$ cat src/design/b64d_pkg.sv
// Shared types and the character classifier for the base64 stream decoder.
// No dependencies; imported by every module of the decoder.
`default_nettype none
package b64d_pkg;

  localparam int unsigned CountW = 24;
  localparam logic [CountW-1:0] CountMax = '1;
  localparam logic [7:0] PadChar = 8'd61;
  localparam logic [5:0] SextetPlus = 6'd62;
  localparam logic [5:0] SextetSlash = 6'd63;
  localparam logic [5:0] LowerBase = 6'd26;
  localparam logic [5:0] DigitBase = 6'd52;

  typedef enum logic {
    KIND_DATA   = 1'b0,
    KIND_STATUS = 1'b1
  } b64d_kind_t;

  typedef struct packed {
    logic [7:0] char_code;
    logic       end_of_message;
  } b64d_in_t;

  typedef struct packed {
    logic [7:0]        out_byte;
    logic              kind;
    logic              decode_ok;
    logic [CountW-1:0] total_bytes;
    logic              last_of_run;
  } b64d_out_t;

  // All results caused by one request: up to three bytes, then an optional status.
  typedef struct packed {
    logic [23:0]       quad;
    logic [1:0]        nbytes;
    logic              status;
    logic              ok;
    logic [CountW-1:0] total;
  } b64d_bundle_t;

  typedef struct packed {
    logic       alpha;
    logic       pad;
    logic [5:0] sextet;
  } b64d_class_t;

  function automatic b64d_class_t classify(input logic [7:0] c);
    b64d_class_t r;
    r = '0;
    if (c >= 8'd65 && c <= 8'd90) begin
      r.alpha  = 1'b1;
      r.sextet = 6'(c - 8'd65);
    end else if (c >= 8'd97 && c <= 8'd122) begin
      r.alpha  = 1'b1;
      r.sextet = LowerBase + 6'(c - 8'd97);
    end else if (c >= 8'd48 && c <= 8'd57) begin
      r.alpha  = 1'b1;
      r.sextet = DigitBase + 6'(c - 8'd48);
    end else if (c == 8'd43) begin
      r.alpha  = 1'b1;
      r.sextet = SextetPlus;
    end else if (c == 8'd47) begin
      r.alpha  = 1'b1;
      r.sextet = SextetSlash;
    end else if (c == PadChar) begin
      r.pad = 1'b1;
    end
    return r;
  endfunction

endpackage
`default_nettype wire

$ cat src/design/b64d_core.sv
// Input register, quad accumulator and decode state for the base64 decoder.
// Depends on b64d_pkg; hands at most one result bundle per request to b64d_outq.
`default_nettype none
module b64d_core (
  input  wire logic                  clk,
  input  wire logic                  rst,
  input  wire logic                  char_valid,
  output logic                       char_ready,
  input  wire b64d_pkg::b64d_in_t    char_item,
  output b64d_pkg::b64d_bundle_t     bndl,
  output logic                       bndl_push,
  input  wire logic                  bndl_full
);
  import b64d_pkg::*;

  logic              in_valid_q;
  b64d_in_t          in_q;
  logic [23:0]       quad_accum;
  logic [1:0]        quad_position;
  logic              expect_second_pad;
  logic              error_seen;
  logic [CountW-1:0] byte_count;

  b64d_class_t       cls;
  logic [23:0]       acc_ins;
  logic [23:0]       acc_next;
  logic [1:0]        pos_next;
  logic              exp_next;
  logic              err_next;
  logic [1:0]        nbytes;
  logic [23:0]       emit_acc;
  logic [CountW:0]   count_sum;
  logic [CountW-1:0] count_emit;
  logic              push_needed;
  logic              fire;

  assign cls = classify(in_q.char_code);

  always_comb begin
    case (quad_position)
      2'd0:    acc_ins = quad_accum | {cls.sextet, 18'd0};
      2'd1:    acc_ins = quad_accum | {6'd0, cls.sextet, 12'd0};
      2'd2:    acc_ins = quad_accum | {12'd0, cls.sextet, 6'd0};
      default: acc_ins = quad_accum | {18'd0, cls.sextet};
    endcase
  end

  always_comb begin
    acc_next = quad_accum;
    pos_next = quad_position;
    exp_next = expect_second_pad;
    err_next = error_seen;
    nbytes   = 2'd0;
    emit_acc = quad_accum;
    if (!error_seen) begin
      if (expect_second_pad) begin
        if (cls.pad) begin
          nbytes = 2'd1;
        end else begin
          err_next = 1'b1;
        end
      end else if (cls.alpha) begin
        acc_next = acc_ins;
        emit_acc = acc_ins;
        if (quad_position == 2'd3) begin
          nbytes = 2'd3;
        end else begin
          pos_next = quad_position + 2'd1;
        end
      end else if (cls.pad) begin
        if (quad_position == 2'd2) begin
          exp_next = 1'b1;
          pos_next = 2'd3;
        end else if (quad_position == 2'd3) begin
          nbytes = 2'd2;
        end else begin
          err_next = 1'b1;
        end
      end else begin
        err_next = 1'b1;
      end
    end
    if (nbytes != 2'd0) begin
      acc_next = '0;
      pos_next = 2'd0;
      exp_next = 1'b0;
    end
    if (in_q.end_of_message && !err_next) begin
      if (exp_next) begin
        nbytes = 2'd1;
      end else if (pos_next == 2'd1) begin
        err_next = 1'b1;
      end else if (pos_next == 2'd2) begin
        nbytes = 2'd1;
      end else if (pos_next == 2'd3) begin
        nbytes = 2'd2;
      end
    end
  end

  assign count_sum  = {1'b0, byte_count} + {{(CountW - 1){1'b0}}, nbytes};
  assign count_emit = count_sum[CountW] ? CountMax : count_sum[CountW-1:0];

  always_comb begin
    bndl.quad   = emit_acc;
    bndl.nbytes = nbytes;
    bndl.status = in_q.end_of_message;
    bndl.ok     = !err_next;
    bndl.total  = err_next ? '0 : count_emit;
  end

  assign push_needed = (nbytes != 2'd0) || in_q.end_of_message;
  assign fire        = in_valid_q && !(push_needed && bndl_full);
  assign bndl_push   = fire && push_needed;
  assign char_ready  = !in_valid_q || fire;

  always_ff @(posedge clk) begin
    if (rst) begin
      in_valid_q        <= 1'b0;
      quad_accum        <= '0;
      quad_position     <= 2'd0;
      expect_second_pad <= 1'b0;
      error_seen        <= 1'b0;
      byte_count        <= '0;
    end else begin
      if (char_ready) begin
        in_valid_q <= char_valid;
      end
      if (fire) begin
        if (in_q.end_of_message) begin
          quad_accum        <= '0;
          quad_position     <= 2'd0;
          expect_second_pad <= 1'b0;
          error_seen        <= 1'b0;
          byte_count        <= '0;
        end else begin
          quad_accum        <= acc_next;
          quad_position     <= pos_next;
          expect_second_pad <= exp_next;
          error_seen        <= err_next;
          byte_count        <= count_emit;
        end
      end
    end
  end

  always_ff @(posedge clk) begin
    if (char_ready && char_valid) begin
      in_q <= char_item;
    end
  end

endmodule
`default_nettype wire

$ cat src/design/b64d_outq.sv
// Two-entry result bundle queue and serializer for the base64 decoder.
// Depends on b64d_pkg; emits one result per cycle from the head bundle while res_ready is high.
`default_nettype none
module b64d_outq (
  input  wire logic                   clk,
  input  wire logic                   rst,
  input  wire b64d_pkg::b64d_bundle_t bndl,
  input  wire logic                   bndl_push,
  output logic                        bndl_full,
  output logic                        res_valid,
  input  wire logic                   res_ready,
  output b64d_pkg::b64d_out_t         res_item
);
  import b64d_pkg::*;

  b64d_bundle_t entries [2];
  logic         wr_ptr;
  logic         rd_ptr;
  logic [1:0]   count;
  logic [1:0]   idx;

  b64d_bundle_t head;
  logic [2:0]   n_results;
  logic         last;
  logic         pop;

  assign head      = entries[rd_ptr];
  assign n_results = {1'b0, head.nbytes} + {2'b00, head.status};
  assign last      = ({1'b0, idx} == (n_results - 3'd1));
  assign res_valid = (count != 2'd0);
  assign bndl_full = (count == 2'd2);
  assign pop       = res_valid && res_ready && last;

  always_comb begin
    res_item             = '0;
    res_item.last_of_run = last;
    if (idx < head.nbytes) begin
      res_item.kind = KIND_DATA;
      case (idx)
        2'd0:    res_item.out_byte = head.quad[23:16];
        2'd1:    res_item.out_byte = head.quad[15:8];
        2'd2:    res_item.out_byte = head.quad[7:0];
        default: res_item.out_byte = '0;
      endcase
    end else begin
      res_item.kind        = KIND_STATUS;
      res_item.decode_ok   = head.ok;
      res_item.total_bytes = head.total;
    end
  end

  always_ff @(posedge clk) begin
    if (rst) begin
      wr_ptr <= 1'b0;
      rd_ptr <= 1'b0;
      count  <= 2'd0;
      idx    <= 2'd0;
    end else begin
      if (bndl_push) begin
        wr_ptr <= !wr_ptr;
      end
      if (res_valid && res_ready) begin
        if (last) begin
          idx    <= 2'd0;
          rd_ptr <= !rd_ptr;
        end else begin
          idx <= idx + 2'd1;
        end
      end
      count <= count + {1'b0, bndl_push} - {1'b0, pop};
    end
  end

  always_ff @(posedge clk) begin
    if (bndl_push) begin
      entries[wr_ptr] <= bndl;
    end
  end

endmodule
`default_nettype wire

$ cat src/design/base64_stream_decoder.sv
// Base64 stream decoder: a character and a result per cycle unless stalled.
// With the result queue empty, a request passes the input register and then
// the result queue before its first result is valid.
// Throughput: one character per cycle; the queue drains one result per cycle
// if res_ready is high; only a push onto two queued bundles stalls input.
// Reset: synchronous, clears decode state, input register and result queue.
// Depends on b64d_pkg, b64d_core and b64d_outq.
`default_nettype none
module base64_stream_decoder (
  input  wire logic                clk,
  input  wire logic                rst,
  input  wire logic                char_valid,
  output logic                     char_ready,
  input  wire b64d_pkg::b64d_in_t  char_item,
  output logic                     res_valid,
  input  wire logic                res_ready,
  output b64d_pkg::b64d_out_t      res_item
);
  import b64d_pkg::*;

  b64d_bundle_t bndl;
  logic         bndl_push;
  logic         bndl_full;

  b64d_core u_core (
    .clk        (clk),
    .rst        (rst),
    .char_valid (char_valid),
    .char_ready (char_ready),
    .char_item  (char_item),
    .bndl       (bndl),
    .bndl_push  (bndl_push),
    .bndl_full  (bndl_full)
  );

  b64d_outq u_outq (
    .clk       (clk),
    .rst       (rst),
    .bndl      (bndl),
    .bndl_push (bndl_push),
    .bndl_full (bndl_full),
    .res_valid (res_valid),
    .res_ready (res_ready),
    .res_item  (res_item)
  );

endmodule
`default_nettype wire

$ cat config.mk
export PLATFORM = sky130hd
export DESIGN_NAME = base64_stream_decoder
export DESIGN_NICKNAME = d
export VERILOG_FILES = /design/src/design/b64d_pkg.sv /design/src/design/b64d_core.sv /design/src/design/b64d_outq.sv /design/src/design/base64_stream_decoder.sv
export SDC_FILE = /design/constraint.sdc
export NUM_CORES = 1
export LEC_CHECK = 0
export BUFFER_PORTS_ARGS = -buffer_cell sky130_fd_sc_hd__buf_2
export CAP_MARGIN = 0
export CORE_UTILIZATION = 61
export DETAILED_ROUTE_END_ITERATION = 8
export PLACE_DENSITY = 0.83
export SYNTH_ARGS = -nofsm -noshare
export SYNTH_HDL_FRONTEND = slang
export SYNTH_HIERARCHICAL = 1
export SYNTH_SLANG_ARGS = --single-unit
$ cat constraint.sdc
create_clock -name clk -period 6.8 [get_ports clk]
set_input_delay 0.68 -clock clk [delete_from_list [all_inputs] [get_ports clk]]
set_output_delay 0.68 -clock clk [all_outputs]
set_load 0.02 [all_outputs]
# Yosys cells after proc, flatten, opt, wreduce, memory -nomap -nowiden
# Memory sizes are Yosys's and may differ from the RTL's. A register that Yosys moved wholly into a read port is not among the register bits.
# Index checks and enable logic that the tools add are counted.
# totals
regBits,68
mem_bits_rw,104
wordCells,146
memories,1
# classes
add_sub_neg,12
n_lt_le_gt_ge,7
eq_ne,13
mux,73
n_bitwise,4
reduce_logical,24
# memory_table
memory,words,width,read_ports,rd_ports_with_merged_regs,write_ports,line,source
u_outq.entries,2,52,1,1,1,b64d_outq.sv:16,b64d_bundle_t entries [2];
# op_table
cell,count
$mux 24,8
$pmux 24 s3,1
$mux 2,21
$mux 1,35
$mux 6,5
$add 24x2->25,1
$mux 25,1
$eq 8x6->1 const B,3
$or 24x12->24,1
$or 24x18->24,1
$or 24x24->24,1
$or 24x6->24,1
$pmux 8 s3,1
$ge 8x7->1 const B,2
$le 8x7->1 const B,2
$eq 2x2->1 const B,6
$sub 6x6->6 const B,2
$logic_and 1x1->1,10
$ge 8x6->1 const B,1
$le 8x6->1 const B,1
$mux 8,1
$add 5x6->6 const A,1
$add 6x6->6 const A,1
$eq 2x1->1 const B,3
13 further kinds,23

# Longest topological paths before layout
# logic_depth
ltp_word,27
depth_mapped,20
mapped_depth_nobuf,18

# Cells and area by module
# Netlist, hierarchy kept.
# by_module_without_submodules
mod,n_inst,cells_per_inst,area_per_inst_um2,seq_area_each_um2
b64d_outq,1,274,4528.1,3263.1
b64d_core,1,507,4112.7,1331.3

# Worst setup path before layout
# No wires, ideal clock.
# synth_timing
kind,register -> register
from,reg u_core/in_q[3] (netlist bit)
to,mem u_outq/entries[0][0] (netlist bit) (enable)
setup_ns,0.468
t_arrival_ns,4.924
path_slack_ns,1.408
path_stages_with_launch,12
period_less_slack_ns,5.392
cell_sequence,edfxtp_1 > inv_1 > ha_1 > a21oi_1 > a2111oi_4 > or3_1 > buf_6 > o211ai_1 > o21bai_2 > clkbuf_1 > inv_1 > nor2b_1
# synth_via
elab_chain_len,27
# synth_rtl
element,line,source
start: declaration,b64d_core.sv:17,b64d_in_t in_q;
start signal: assignment,b64d_core.sv:149,in_q <= char_item;
$eq 8x6->1,b64d_pkg.sv:65,end else if (c == PadChar) begin
$mux 1,b64d_pkg.sv:65,
$mux 1,b64d_pkg.sv:62,end else if (c == 8'd47) begin
$mux 1,b64d_pkg.sv:59,end else if (c == 8'd43) begin
$mux 1,b64d_pkg.sv:56,end else if (c >= 8'd48 && c <= 8'd57) begin
$mux 1,b64d_pkg.sv:53,end else if (c >= 8'd97 && c <= 8'd122) begin
$mux 1,b64d_pkg.sv:50,if (c >= 8'd65 && c <= 8'd90) begin
$mux 2,b64d_core.sv:70,end else if (cls.pad) begin
[... 12 more ...],-,
$logic_or 1x1->1 *,b64d_core.sv:112,assign push_needed = (nbytes != 2'd0) || in_q.end_of_message;
$logic_and 1x1->1,b64d_core.sv:113,assign fire = in_valid_q && !(push_needed && bndl_full);
$logic_not 1->1,b64d_core.sv:113,
$logic_and 1x1->1,b64d_core.sv:113,
$logic_and 1x1->1 *,b64d_core.sv:114,assign bndl_push = fire && push_needed;
named net bndl_push,base64_stream_decoder.sv:22,logic bndl_push;
$mux 1 *,b64d_outq.sv:75,if (bndl_push) begin
$mux 1 (not written as such) *,b64d_outq.sv:76,entries[wr_ptr] <= bndl;
end: declaration,b64d_outq.sv:16,
# The timed path passes the listed nets; every way through them passes the cells marked *.

==> flow_metrics.py <==
metrics = {
    "clock_network": {
        "path_clk_slew_ns": 0.06,
        "cts_htree_levels": 4,
        "cts.path.max_buffers": 2,
        "post-cts-setup-buffer-count": 0,
        "cts_hold_buf": 0,
        "cts_resized": 0,
        "clk_latency_ns": 0.43,
        "cts_root_buf": "clkbuf_16",
        "cts_made_buffers": 17,
        "cts_sinks": 173,
        "cts_tree": "yes",
    },
    "worst_setup_path": {
        "criticalPathCategory": "register to register",
        "r2r_end": "u_core/byte_count[23]",
        "r2r_start": "u_core/in_q[3]",
        "arrival_ns": 6.17,
        "crit_path_end": "u_core/byte_count[23]",
        "cp-end-kind": "register",
        "start_kind": "register",
        "cp_data_required_time_ns": 7.15,
        "crit_start": "u_core/in_q[3]",
        "worstPathMaxFanout": 13,
        "reg2reg_depth": 18,
        "r2r_slack_ns": 0.98,
    },
    "timing": {
        "layout_setup_ws_ns": 0.983,
        "hold_viol": 0,
        "fmax_ghz": 0.172,
        "tightest_slew_ns": 1.17,
        "period_needed_ns": 5.82,
        "slew_violations": 0,
        "fin_skew_ns": 0.00833,
        "rsz0062_at_grt": "false",
        "setup_tns_ns": 0,
        "setup_viol": 0,
        "fin_crit_sh_pct": 85.5,
        "slew_headroom_pct": 21.8,
    },
    "synth": {
        "yosys_register_bits": 173,
        "yosysWarnings": 6,
        "syn_nets": 816,
        "synthCells": 781,
        "synthArstFlopShare_pct": 0,
        "yosys_most_used_dff": "edfxtp_1",
        "postSynthAreaPerCell_um2": 11.1,
        "synthDistinctLibCells": 75,
        "synth-edff-count": 113,
        "seq_area_frac_synth_pct": 53.2,
        "syn-cell-area_um2": 8640,
    },
    "detailed_routing": {
        "firstDrtPassIters": 6,
        "drc": 0,
        "wl_per_cell_um": 19.0,
        "ant_nets": 0,
        "wl_um": 19100,
        "vias_per_cell": 6.44,
        "dr_total_vias": 6464,
        "drtIter0Drc": 1021,
    },
    "status": {
        "status": "finished clean",
    },
    "layout": {
        "nFillCells": 941,
        "antenna_cells": 0,
        "fin_area_um2": 9500,
        "drive_above_1_share_pct": 16.3,
        "final_cell_mix": "edfxtp_1, a21oi_1, dfxtp_1",
        "utilization_pct": 68.7,
        "area_growth_pct": 9.93,
        "finish.net_count": 845,
        "layout_commonest_cell": "edfxtp_1",
    },
    "die": {
        "die_w_um": 121,
        "die-area_um2": 14600,
        "io_pins": 50,
        "core_area_um2": 13800,
        "die_h_um": 121,
        "start_util_pct": 62.5,
        "rows": 43,
    },
    "power_and_ir_drop": {
        "ir_worst_vdd_v": 0.000172,
        "power_density_nw_per_um2": 243,
        "p_leak_nw": 3.48,
    },
    "global_route": {
        "track_usage_pct": 27.1,
        "grt_pass1_vias": 5976,
        "grt_start_max_net_pins": 49,
        "grt-ovfl-total": 0,
        "antenna_found_initial": 0,
        "grt_pass1_wl_um": 30400,
    },
    "placement": {
        "routabilityCongestion": 0.911,
        "dp.final_hpwl_um": 12500,
        "post_dp_cell_area_um2": 8890,
        "port_buffers": 49,
        "dp_slack_ns": 1.19,
    },
    "min_path": {
        "hp-class": "input pin to register",
    },
    "run": {
        "maxCapViolations": 0,
    },
}
-- worst min-delay path by stage --
stage / depth (start not counted) / start / endpoint / slack [ns]
after floorplan: 2 / u_core/quad_accum[21] / u_core/quad_accum[21] / 0.43
after global placement: 2 / u_core/quad_accum[9] / u_core/quad_accum[9] / 0.45
after detailed placement: 2 / u_core/quad_accum[15] / u_core/quad_accum[15] / 0.46
after CTS: 1 / char_item[7] / u_core/in_q[7] / 0.41
after global routing: 1 / char_item[4] / u_core/in_q[4] / 0.41
final: 1 / char_item[7] / u_core/in_q[7] / 0.43
-- cell usage after synthesis (21+ instances only) --
master    instances  area share [%]
dfxtp_1          60              14
nand3_1          25             1.4
nand2_1          44             1.9
nor3_1           21             1.2
a21o_1           26             2.3
edfxtp_1        113              39
ha_1             21             3.0
a21oi_1          83             4.8
mux2i_1          29             3.4
inv_1            22            0.96
nor2_1           56             2.4
a22oi_1          24             2.1
-- flip-flops by register name, indices dropped and copies added, names as in the netlist, 2 cells and up, named ones only --
register	flops
u_core/in_q	8
u_outq/idx	2
u_outq/count	2
u_core/quad_position	2
u_core/byte_count	24
u_core/quad_accum	24
u_outq/entries	104
-- per-stage QoR --
stage | std cells | total power [W] | hold slack [ns]
2_1_floorplan | 781 | 0.00129 | 0.435
3_3_place_gp | 971 | 0.00133 | 0.445
3_5_place_dp | 971 | 0.00133 | 0.459
4_1_cts | 1003 | 0.00232 | 0.411
5_1_grt | 1003 | 0.00238 | 0.409
6_report | 1003 | 0.00231 | 0.427
-- cell type report --
type	count	area, um2	area share [%]
Clock buffer	19	433	4.56
Clock inverter	13	173	1.82
Inverter	23	86.3	0.909
Multi-Input combinational cell	539	3690	38.8
Sequential cell	173	4600	48.4
Tap cell	180	225	2.37
Timing Repair Buffer	56	298	3.13
-- routing by layer --
layer / vias to the layer above / routed length (um) / GRT usage, %
li1: 2998 / - / -
met4: 0 / 322 / 8.72
met1: 3106 / 8360 / 37.7
met3: 34 / 1430 / 6.11
met2: 326 / 8980 / 42.2
met5: - / 0 / 0
-- where the power goes --
| part | internal (W) | switching [W] | leakage [nW] |
|---|---|---|---|
| Sequential | 0.00113 | 0.0000145 | 1.52 |
| Combinational | 0.0000556 | 0.000116 | 1.66 |
| Clock | 0.000610 | 0.000380 | 0.296 |
| Total | 0.00180 | 0.000511 | 3.48 |
-- logic make-up (layout without fill, tap and decap cells) --
kind of cell | Yosys count | after routing | share of synthesized area [%]
AO/OA/AOI/OAI | 238 | 238 | 19.2
multiplexers | 40 | 40 | 4.92
buffers and inverters | 69 | 111 | 4.24
XOR/XNOR | 23 | 23 | 2.42
flip-flops | 173 | 173 | 53.2
adder cells (fa/ha/maj) | 22 | 22 | 3.27
AND/OR/NAND/NOR | 216 | 216 | 12.8
-- critical path: stages (launching register included) --
cell       delay, ns
edfxtp_1        0.50
inv_1           0.19
ha_1            0.31
and3b_1         0.22
a2111oi_4       0.34
or3_1           0.41
nand2_8         0.12
o41ai_4         0.41
nand3_1         0.17
o32ai_1         0.59
fa_1            0.38
nand3_1         0.13
nor4_1          0.67
and4_1          0.37
nand3_1         0.12
buf_4           0.21
a31oi_1         0.29
o21ai_0         0.13
nor2_1          0.18
Power figures use the tool's default switching activity.
